`src/hw/rtl/stpg_pkg.sv`:
```
// Shared types, constants and angle table for the scan-to-grid pipeline.
`default_nettype none

package stpg_pkg;

	localparam int CORDIC_STEPS = 16;
	localparam int XW = 36;
	localparam int ZW = 18;
	localparam int RW = 30;
	localparam int QW = 12;
	localparam int SCALE_SHIFT = 17;
	localparam int MAX_IMAGE = 1024;
	localparam int MAX_BEAMS = 4096;

	localparam logic [15:0] INV_GAIN = 16'd39797;
	localparam logic signed [ZW-1:0] Z_QUARTER = ZW'(16384);
	localparam logic signed [ZW-1:0] Z_HALF = ZW'(32768);
	localparam logic [10:0] SIZE_LIMIT = 11'(MAX_IMAGE);

	localparam logic [2:0] REG_START_ANGLE = 3'd0;
	localparam logic [2:0] REG_ANGLE_STEP = 3'd1;
	localparam logic [2:0] REG_ROTATION_OFFSET = 3'd2;
	localparam logic [2:0] REG_MIN_RANGE = 3'd3;
	localparam logic [2:0] REG_MAX_RANGE = 3'd4;
	localparam logic [2:0] REG_IMAGE_SIZE = 3'd5;

	localparam logic signed [ZW-1:0] ATAN [CORDIC_STEPS] = '{
		ZW'(8192), ZW'(4836), ZW'(2555), ZW'(1297), ZW'(651), ZW'(326), ZW'(163), ZW'(81),
		ZW'(41), ZW'(20), ZW'(10), ZW'(5), ZW'(3), ZW'(1), ZW'(1), ZW'(0)
	};

	typedef struct packed {
		logic [15:0] range_sample;
		logic [11:0] beam_index;
	} in_t;

	typedef struct packed {
		logic       hit;
		logic [9:0] pixel_x;
		logic [9:0] pixel_y;
	} out_t;

	typedef struct packed {
		logic signed [XW-1:0] x;
		logic signed [XW-1:0] y;
		logic signed [ZW-1:0] z;
		logic                 ok;
	} cordic_t;

	typedef struct packed {
		logic [RW-1:0] rem_x;
		logic [RW-1:0] rem_y;
		logic [QW-1:0] q_x;
		logic [QW-1:0] q_y;
		logic          neg_x;
		logic          neg_y;
		logic          ok;
	} div_t;

endpackage

`default_nettype wire

```
`src/hw/rtl/stpg_out.sv`:
```
// Output stage: sign, centre offset, bounds check and result register.
`default_nettype none

module stpg_out (
	input  wire logic           clk,
	input  wire logic           arst_n,
	input  wire logic           in_valid,
	input  wire stpg_pkg::div_t in_data,
	output logic                take,
	input  wire logic [10:0]    size,
	output logic                out_valid,
	output stpg_pkg::out_t      out_data,
	input  wire logic           out_stall
);
	import stpg_pkg::*;

	logic                 valid_q;
	out_t                 data_q;
	out_t                 nxt;
	logic [9:0]           half;
	logic signed [QW+1:0] qx;
	logic signed [QW+1:0] qy;
	logic signed [QW+1:0] px;
	logic signed [QW+1:0] py;
	logic signed [QW+1:0] lim;
	logic                 in_img;

	assign take = !valid_q || !out_stall;
	assign half = size[10:1];

	always_comb begin
		qx = signed'((QW+2)'(in_data.q_x));
		qy = signed'((QW+2)'(in_data.q_y));
		if (in_data.neg_x) qx = -qx;
		if (in_data.neg_y) qy = -qy;
		px = qx + signed'((QW+2)'(half));
		py = qy + signed'((QW+2)'(half));
		lim = signed'((QW+2)'(size));
		in_img = !px[QW+1] && !py[QW+1] && (px < lim) && (py < lim);
		nxt.hit = in_data.ok && in_img;
		nxt.pixel_x = nxt.hit ? px[9:0] : 10'd0;
		nxt.pixel_y = nxt.hit ? py[9:0] : 10'd0;
	end

	always_ff @(posedge clk or negedge arst_n) begin
		if (!arst_n) begin
			valid_q <= 1'b0;
		end else if (take) begin
			valid_q <= in_valid;
		end
	end

	always_ff @(posedge clk) begin
		if (take) data_q <= nxt;
	end

	assign out_valid = valid_q;
	assign out_data = data_q;

endmodule

`default_nettype wire

```
`config.mk`:
```
export PLATFORM = sky130hd
export DESIGN_NAME = stpg_out
export DESIGN_NICKNAME = d
export VERILOG_FILES = /design/src/hw/rtl/stpg_pkg.sv /design/src/hw/rtl/stpg_out.sv
export SDC_FILE = /design/constraint.sdc
export NUM_CORES = 1
export LEC_CHECK = 0
export BUFFER_PORTS_ARGS = -buffer_cell sky130_fd_sc_hd__buf_2
export CORE_MARGIN = 2
export CORE_UTILIZATION = 44
export CTS_CLUSTER_DIAMETER = 60
export DETAILED_ROUTE_END_ITERATION = 10
export HOLD_SLACK_MARGIN = 0.1
export PLACE_DENSITY = 0.81
export SLEW_MARGIN = 20
export SYNTH_ARGS = -nofsm -noshare
export SYNTH_HDL_FRONTEND = slang
export SYNTH_SLANG_ARGS = --single-unit
```
`constraint.sdc`:
```
create_clock -name clk -period 1.1 [get_ports clk]
set_input_delay 0.055 -clock clk [delete_from_list [all_inputs] [get_ports clk]]
set_output_delay 0.055 -clock clk [all_outputs]
set_load 0.02 [all_outputs]
```
==> results of run 1 <==
==> synth_stat cells, types with 7 or more instances <==
cell type  count
inv_1         37
nor2b_1        8
o21ai_0       21
xor2_1         7
nor2_1        33
xnor2_1       26
edfxtp_1      21
a21oi_1       16
nand2b_1       7
ha_1          42
nand2_1       20
a21o_1        10
==> layer usage <==
layer  vias to the layer above  track usage  part of all wire
met5                         -            0                 0
met4                         0        0.115             0.032
met3                        29       0.0246             0.051
met2                       136        0.477              0.55
met1                      1545        0.255              0.37
li1                       1579            -                 -
==> area by class of cell <==
| cell class | count | area, µm² | area share |
|---|---|---|---|
| Clock buffer | 3 | 41.3 | 0.00898 |
| Clock inverter | 1 | 30.0 | 0.00653 |
| Inverter | 37 | 144 | 0.0313 |
| Multi-Input combinational cell | 271 | 2360 | 0.513 |
| Sequential cell | 22 | 657 | 0.143 |
| Tap cell | 77 | 96.3 | 0.0210 |
| Timing Repair Buffer | 184 | 1270 | 0.276 |
==> path summary, 6_finish.rpt <==
path	startpoint	to	slack, ns	cells after the start
setup / recovery	in_data[4]	out_data[7]	-2.85	22
hold / removal	out_stall	out_data[10]	0.20	2
setup reg to reg	out_valid	out_data[14]	0.05	2
hold reg to reg	out_valid	out_data[10]	0.72	1
max in group asynchronous	arst_n	out_valid	0.37	3
min in group asynchronous	arst_n	out_valid	0.62	3
==> stage by stage <==
stage          utilization  power (mW)
6_report             0.728        5.02
5_1_grt              0.728        5.30
4_1_cts              0.681        4.56
3_5_place_dp         0.643        3.71
3_3_place_gp         0.643        3.56
2_1_floorplan            -        2.41
==> cell families after synthesis <==
logic type               share of synthesized area
AO/OA/AOI/OAI                                0.210
buffers and inverters                       0.0623
multiplexers                               0.00746
adder cells (fa/ha/maj)                      0.198
flip-flops                                   0.230
AND/OR/NAND/NOR                              0.190
XOR/XNOR                                     0.101
==> where the power goes <==
group	internal [mW]	leakage (nW)	switching (mW)	total, mW
registers	0.965	0.238	0.0177	0.983
clock network	0.487	0.0357	0.291	0.778
logic	1.62	1.98	1.63	3.25
total	3.07	2.25	1.94	5.02
==> state kept, by name, summed over array words and instances, names as in the netlist <==
name and flops:
out_data 21, out_valid 1
==> what timing repair did <==
item | CTS | global route
setup endpoints to repair | 22 | 22
pin swaps | 14 | 29
setup buffers | 3 | 5
gates resized for setup | 27 | 47
cloned | 1 | 1
hold buffers | 3 | 0
endpoints found under the hold margin | 2 | 0
==> results.yml, run 1 <==
worst_setup_path:
  required_ns: 1.22
  crit_buf_inv: 4
  crit_path_start_kind: "primary input"
  cp-end-kind: "register"
  cpPeakStageDelay_ns: 0.34
  crit_chain: "buf_2 -> inv_1 -> ha_2 -> nand2b_4 -> xnor2_2 -> ha_1 -> nor2b_4 -> o31a_1 -> o21ai_2 -> nand2b_1 -> a31oi_1 -> xor2_1 -> inv_1 -> ha_4 -> a21o_1 -> a21o_1 -> a211oi_2 -> o221ai_2 -> a211oi_2 -> o2111ai_4 -> buf_6 -> nor3_2"
  critPathSlowestCell: "o31a_1"
  critPathKind: "in2reg"
  critPathTopFamily: "compound AO/OA/AOI/OAI gates"
  crit_fanout: 7
  critPathArrivalTime_ns: 4.07
place:
  dp_cells: 578
  gp_congestion: 0.887
  place_ws_ns: -3.26
  dp_hpwl_mm: 7.24
  port_buffers: 64
  place_area_mm2: 0.00406
logic_synthesis:
  synth.area.top_cells: "edfxtp_1, ha_1, xnor2_1"
  synth_largest_area_cell: "edfxtp_1"
  synth_async_sr_flop_share: 0.0455
  synth_edf_count: 21
  synth_cell_types: 53
  synth_area_mm2: 0.00285
  avgSynthCellArea_um2: 8.51
  ys_ff_latch: 22
  synthCells: 335
  ys_warn_count: 0
  syn-num-nets: 481
  synth_top_cell_area_share: 0.221
  yosysSeqAreaShare: 0.230
  ys.flop_type: "edfxtp_1"
job:
  maxCapViolCount: 0
sta:
  rsz0062_at_grt: "true"
  max_freq_mhz: 253
  drv_slew: 0
  hold_viol_final: 0
  finalSetupTns_ns: -58.78
  finClkSkew_ns: 0.0123
  timing.final.crit_share: 3.59
  setup_viol: 21
  fin_crit_ns: 3.95
  fin_ws_ns: -2.85
  timing.hold.ws_ns: 0.200
  tightest_slew_ns: 0.518
  slew_headroom: 0.645
layout:
  area_delta_synth_final_pct: 61.2
  mostFrequentLayoutCell: "buf_4"
  diodes: 0
  final_cell_mix: "buf_4, buf_2, ha_1"
  layout.cells.non_filler: 595
  drive_gt1_frac: 0.479
  fin_nets: 665
  num-fill-cells: 430
  stdcell_area_mm2: 0.00460
die:
  die_h_um: 84.5
  pin_count: 125
  initial_utilization: 0.451
  core_mm2: 0.00631
  rows: 29
  die_w_um: 84.5
  dieArea_mm2: 0.00714
clock_network:
  worstSkewPairLatency_ns: 0.27
  htreeDepth: 1
  cts_sinks: 22
  root_buffer: "clkbuf_8"
  cts_buffers: 3
  cts_tree: "done"
  cts_buffer_depth: 2
  clk_pin_slew_ns: 0.09
global_routing:
  grt_usage: 0.243
  overflow: 0
  antenna_found_initial: 0
  grt_pass1_vias: 3293
  grt_max_degree: 14
  grt_pass1_wl_mm: 14.2
route:
  drc: 0
  route.vias.total: 3289
  drtIter0Drc: 135
  viasPerCell: 5.53
  drt_pass1_iterations: 4
  postRouteAntennaNets: 0
  routed_wl_mm: 9.97
  drt-wirelength-per-cell_um: 16.8
outcome:
  status: "finished, violations left"
  violations: "negative setup slack"
min_path:
  min-delay-path-class: "in2reg"
pwr:
  powerDensity_mw_per_mm2: 1090
  ir_worst_vdd_v: 0.00105
  leakage_nw: 2.25
Power figures use the tool's default switching activity.
==> run 2, diff against run 1 <==
- CORE_UTILIZATION: 44 -> 45
- CTS_BUF_LIST: not set -> sky130_fd_sc_hd__clkbuf_8
- PLACE_DENSITY: 0.81 -> 0.8
- clock period: 1.1 -> 4.76 ns (I/O delays scaled with it)
==> run 2 against run 1 <==
Compared with the run above:
- worst setup slack gained 3.2 ns
- clock power shrank 86%
- largest cell class unchanged
- wire length is 35% lower
- via count shrank 20%
- the flow now finishes without violations
- count of clock-buffer cells in the layout stayed put
==> results.yml, run 2 (same netlist as run 1, synthesis figures left out) <==
outcome:
  status: "finished clean"
global_routing:
  grt_pass1_vias: 2612
  antenna_found_initial: 0
  grt_pass1_wl_mm: 11.3
  grt_max_degree: 24
  grt_usage: 0.189
  overflow: 0
worst_setup_path:
  required_ns: 4.86
  rr_startpoint: "out_valid"
  critPathArrivalTime_ns: 4.46
  cp-end-kind: "register"
  r2r_cells: 1
  critPathKind: "in2reg"
  cpPeakStageDelay_ns: 0.30
  r2r_setup_slack_ns: 3.39
  worstSetupEndpoint: "out_data[9]"
  critPathSlowestCell: "ha_1"
  crit_start: "in_data[3]"
  crit_fanout: 20
  critPathTopFamily: "compound AO/OA/AOI/OAI gates"
  rr_endpoint: "out_data[15]"
  cp_common_cell: "ha_1"
  crit_buf_inv: 4
  crit_path_start_kind: "primary input"
  crit_chain: "buf_2 -> inv_1 -> ha_1 -> nand2b_1 -> xnor2_1 -> ha_1 -> nor2b_1 -> o31a_1 -> o21ai_0 -> nand2b_1 -> a31oi_1 -> xor2_1 -> inv_1 -> ha_1 -> a21o_1 -> a21o_1 -> a211oi_1 -> o221ai_1 -> a211oi_1 -> o2111ai_2 -> buf_4 -> nor3_2"
  worst-path-stages: 22
clock_network:
  post_cts_buffers: 0
  cts_buffer_depth: 2
  root_buffer: "clkbuf_8"
  cts_buffers: 3
  htreeDepth: 1
  ctsHoldBuffers: 1
  cts_sinks: 22
  clk_pin_slew_ns: 0.07
  cts_resized: 0
  worstSkewPairLatency_ns: 0.25
  cts_tree: "done"
die:
  core_mm2: 0.00603
  die_w_um: 83.6
  die_h_um: 83.6
  dieArea_mm2: 0.00699
  initial_utilization: 0.473
  rows: 28
  pin_count: 125
sta:
  fin_crit_ns: 4.36
  rsz0062_at_grt: "false"
  setup_viol: 0
  max_freq_mhz: 229
  drv_slew: 0
  timing.final.crit_share: 0.917
  finClkSkew_ns: 0.00820
  tightest_slew_ns: 0.850
  hold_viol_final: 0
  finalSetupTns_ns: 0
  slew_headroom: 0.432
route:
  routed_wl_mm: 6.52
  postRouteAntennaNets: 0
  viasPerCell: 5.50
  met1_length_mm: 2.90
  wl_met2_mm: 3.08
  wl_met3_um: 355
  route.vias.total: 2645
  drc: 0
  top_layer_used: "met4"
  drt-wirelength-per-cell_um: 13.6
  drtIter0Drc: 131
  drt_pass1_iterations: 4
place:
  place_area_mm2: 0.00329
  gp_congestion: 0.887
  port_buffers: 64
  dp_hpwl_mm: 5.62
pwr:
  ir_worst_vdd_v: 0.000251
  powerDensity_mw_per_mm2: 238
  leakage_nw: 1.63
  power_mw: 0.796
layout:
  mostFrequentLayoutCell: "buf_2"
  diodes: 0
  area_delta_synth_final_pct: 17.2
  drive_gt1_frac: 0.217
  num-fill-cells: 561
  stdcell_area_mm2: 0.00334
  fin_nets: 553
  final_cell_mix: "buf_2, ha_1, inv_1"
  largest_reg_flops: 21
job:
  maxCapViolCount: 0
min_path:
  min-delay-path-class: "in2reg"
-- run 2: changes by cell type in the layout (fill, tap and decap cells not counted), moves of 5 or more --
cell	previous run	this run
nor2_1	23	33
o21ai_0	14	21
buf_4	114	8
nor2_4	8	0
ha_1	37	42
-- run 2: report_power, final --
group | switching, mW | leakage, nW | internal (mW) | total [mW]
Combinational | 0.266 | 1.37 | 0.195 | 0.460
Clock | 0.0529 | 0.0269 | 0.0572 | 0.110
Sequential | 0.00238 | 0.238 | 0.223 | 0.226
Total | 0.321 | 1.63 | 0.475 | 0.796
-- run 2: cell type report --
cell class                      count  area, µm²  share of cell area
Clock buffer                        3       41.3              0.0124
Timing Repair Buffer               73        390               0.117
Multi-Input combinational cell    270       2020               0.604
Inverter                           37        139              0.0416
Sequential cell                    22        656               0.196
Clock inverter                      1       3.75             0.00112
Tap cell                           75       93.8              0.0281
-- run 2: how the worst min path moves through the flow --
stage | cells after the start | endpoint | slack (ns) | startpoint
floorplan | 0 | out_valid | -0.06 | arst_n
global placement | 1 | out_valid | 0.01 | arst_n
detailed placement | 1 | out_valid | 0.01 | arst_n
CTS | 2 | out_valid | 0.17 | in_valid
global route | 2 | out_valid | 0.18 | in_valid
finish | 2 | out_valid | 0.17 | in_valid
-- run 2: through the flow --
| stage | std cells | hold WS [ns] | setup WS [ns] | utilization |
|---|---|---|---|---|
| after floorplan | 335 | -0.0576 | 0.753 | - |
| after global placement | 476 | 0.0131 | 0.213 | 0.545 |
| after detailed placement | 476 | 0.0138 | 0.189 | 0.545 |
| after CTS | 481 | 0.168 | 0.434 | 0.554 |
| after global routing | 481 | 0.179 | 0.0424 | 0.554 |
| final | 481 | 0.173 | 0.397 | 0.554 |
-- run 2: per-layer routing --
layer  vias up  global-route usage
met5         -                   0
met4         0              0.0587
met3        18              0.0218
met2        75               0.324
met1      1203               0.247
li1       1349                   -
==> run 3, diff against run 2 <==
- ABC_AREA: not set -> 1
- PLACE_DENSITY: 0.8 -> 0.77
==> run 3 against run 2 <==
Compared with the run above:
- fmax grew 7.5%
- clock skew decreased by 0.0071 ns
- via count is 12% higher
- sequential cell count is the same
- utilization decreased by 3.2 points
- count of clock-buffer cells in the layout up 1
- largest power group unchanged
==> results.yml, run 3 <==
outcome:
  status: "finished clean"
worst_setup_path:
  r2r_cells: 1
  crit_fanout: 21
  cp_common_cell: "nand2_1"
  crit_start: "in_data[15]"
  crit_path_start_kind: "primary input"
  critPathKind: "in2reg"
  cp-end-kind: "register"
  cpPeakStageDelay_ns: 0.33
  required_ns: 4.84
  rr_startpoint: "out_valid"
  rr_endpoint: "out_data[20]"
  critPathArrivalTime_ns: 4.13
  worstSetupEndpoint: "out_data[19]"
  critPathSlowestCell: "ha_1"
  r2r_setup_slack_ns: 3.40
route:
  drtIter0Drc: 79
  routed_wl_mm: 6.94
  wl_met3_um: 232
  route.vias.total: 2953
  drt-wirelength-per-cell_um: 11.3
  wl_met2_mm: 3.40
  drc: 0
  top_layer_used: "met4"
  drt_pass1_iterations: 5
  met1_length_mm: 3.25
  viasPerCell: 4.79
  postRouteAntennaNets: 0
pwr:
  power_frac_clock: 0.149
  netSwitchingPower_mw: 0.369
  power_mw: 0.850
  internal-power_mw: 0.481
  ir_worst_vdd_v: 0.0000934
  combPwrFrac: 0.587
  powerDensity_mw_per_mm2: 228
  pwr-share-seq: 0.264
  leakage_nw: 1.98
  swShare: 0.434
sta:
  drv_slew: 0
  rsz0062_at_grt: "false"
  max_freq_mhz: 246
  finalSetupTns_ns: 0
  setup_viol: 0
  fin_crit_ns: 4.06
  tightest_slew_ns: 0.818
  hold_viol_final: 0
  timing.final.crit_share: 0.852
  slew_headroom: 0.453
  finClkSkew_ns: 0.00113
layout:
  num-fill-cells: 746
  largest_reg_flops: 21
  layout.area.seq_um2: 656
  mostFrequentLayoutCell: "nand2_1"
  multi_input_area_mm2: 0.00226
  drive_gt1_frac: 0.246
  fin_nets: 664
  area_delta_synth_final_pct: 13.9
  final_cell_mix: "nand2_1, inv_1, buf_2"
  diodes: 0
clock_network:
  cts_sinks: 22
  cts_buffer_depth: 2
  root_buffer: "clkbuf_8"
  cts_buffers: 3
  clk_pin_slew_ns: 0.07
  htreeDepth: 1
  post_cts_buffers: 0
  worstSkewPairLatency_ns: 0.25
  cts_tree: "done"
die:
  initial_utilization: 0.459
  dieArea_mm2: 0.00798
  die_h_um: 89.3
  pin_count: 125
  core_mm2: 0.00714
  rows: 31
  die_w_um: 89.3
global_routing:
  grt_pass1_wl_mm: 11.6
  grt_usage: 0.180
  antenna_found_initial: 0
  overflow: 0
  grt_max_degree: 24
  grt_pass1_vias: 2729
logic_synthesis:
  synth_cell_types: 37
  ys_warn_count: 0
  synthCells: 454
  ys.flop_type: "edfxtp_1"
  yosysSeqAreaShare: 0.200
  synth_top_cell_area_share: 0.192
  avgSynthCellArea_um2: 7.22
  synth_largest_area_cell: "edfxtp_1"
  synth_edf_count: 21
  synth.area.top_cells: "edfxtp_1, ha_1, nand2_1"
  synth_async_sr_flop_share: 0.0455
  ys_top_cells_by_count: "nand2_1, inv_1, ha_1, nor2_1, xor2_1"
  yosysMostFrequentCell: "nand2_1"
  synth_area_mm2: 0.00328
  syn-num-nets: 600
  ys_ff_latch: 22
place:
  dp_hpwl_mm: 6.26
  port_buffers: 64
  gp_congestion: 0.886
min_path:
  min-delay-path-class: "in2reg"
job:
  maxCapViolCount: 0
==> run 3: repair_timing <==
item,4_1_cts,5_1_grt
gates resized for setup,0,0
hold endpoints to repair,1,0
hold buffers,1,0
==> run 3: worst min path at each step <==
stage                   from         to  slack (ns)  cells after the start
floorplan             arst_n  out_valid       -0.06                      0
detailed placement    arst_n  out_valid        0.01                      1
global route        in_valid  out_valid        0.19                      3
CTS                 in_valid  out_valid        0.16                      3
global placement      arst_n  out_valid        0.01                      1
finish              in_valid  out_valid        0.17                      3
==> run 3: cells by family after synthesis <==
group,Yosys count,share of synthesized area
simple gates,223,0.352
fa+ha+maj,44,0.173
buf+inv,88,0.111
compound gates,46,0.0817
xor+xnor,31,0.0829
flops,22,0.200
==> run 3: cell type report <==
type | count | area share
Clock buffer | 4 | 0.0148
Inverter | 82 | 0.0825
Multi-Input combinational cell | 344 | 0.605
Sequential cell | 22 | 0.176
Tap cell | 99 | 0.0332
Timing Repair Buffer | 65 | 0.0885
==> run 3: critical path: cells and delay by family <==
kind	cells	cell delay [ns]
AOI/OAI and AO/OA	4	0.79
xor gates and xnor gates	1	0.22
and+or+nand+nor	13	1.69
adders and majority gates	3	0.85
buffers and inverters	4	0.33
==> run 3: routing by layer <==
| metal | up-vias | track usage |
|---|---|---|
| met5 | - | 0 |
| met4 | 0 | 0.0326 |
| met3 | 6 | 0.0102 |
| met2 | 60 | 0.338 |
| met1 | 1300 | 0.229 |
| li1 | 1587 | - |
==> run 3: power groups by stage <==
stage / registers (mW) / logic (mW) / clock network (mW)
floorplan: 0.244 / 0.370 / 0
global placement: 0.229 / 0.483 / 0
detailed placement: 0.229 / 0.497 / 0
CTS: 0.225 / 0.500 / 0.130
global route: 0.226 / 0.572 / 0.136
finish: 0.224 / 0.499 / 0.126
==> run 3: stage by stage <==
| step | hold WS (ns) | std cells | setup WS (ns) | util | area [µm²] |
|---|---|---|---|---|---|
| global placement | 0.0129 | 611 | 0.546 | 0.514 | 3670 |
| global route | 0.185 | 616 | 0.439 | 0.523 | 3730 |
| CTS | 0.163 | 616 | 0.782 | 0.523 | 3730 |
| finish | 0.169 | 616 | 0.703 | 0.523 | 3730 |
| detailed placement | 0.0145 | 611 | 0.527 | 0.514 | 3670 |
| floorplan | -0.0576 | 454 | 1.36 | - | 3280 |
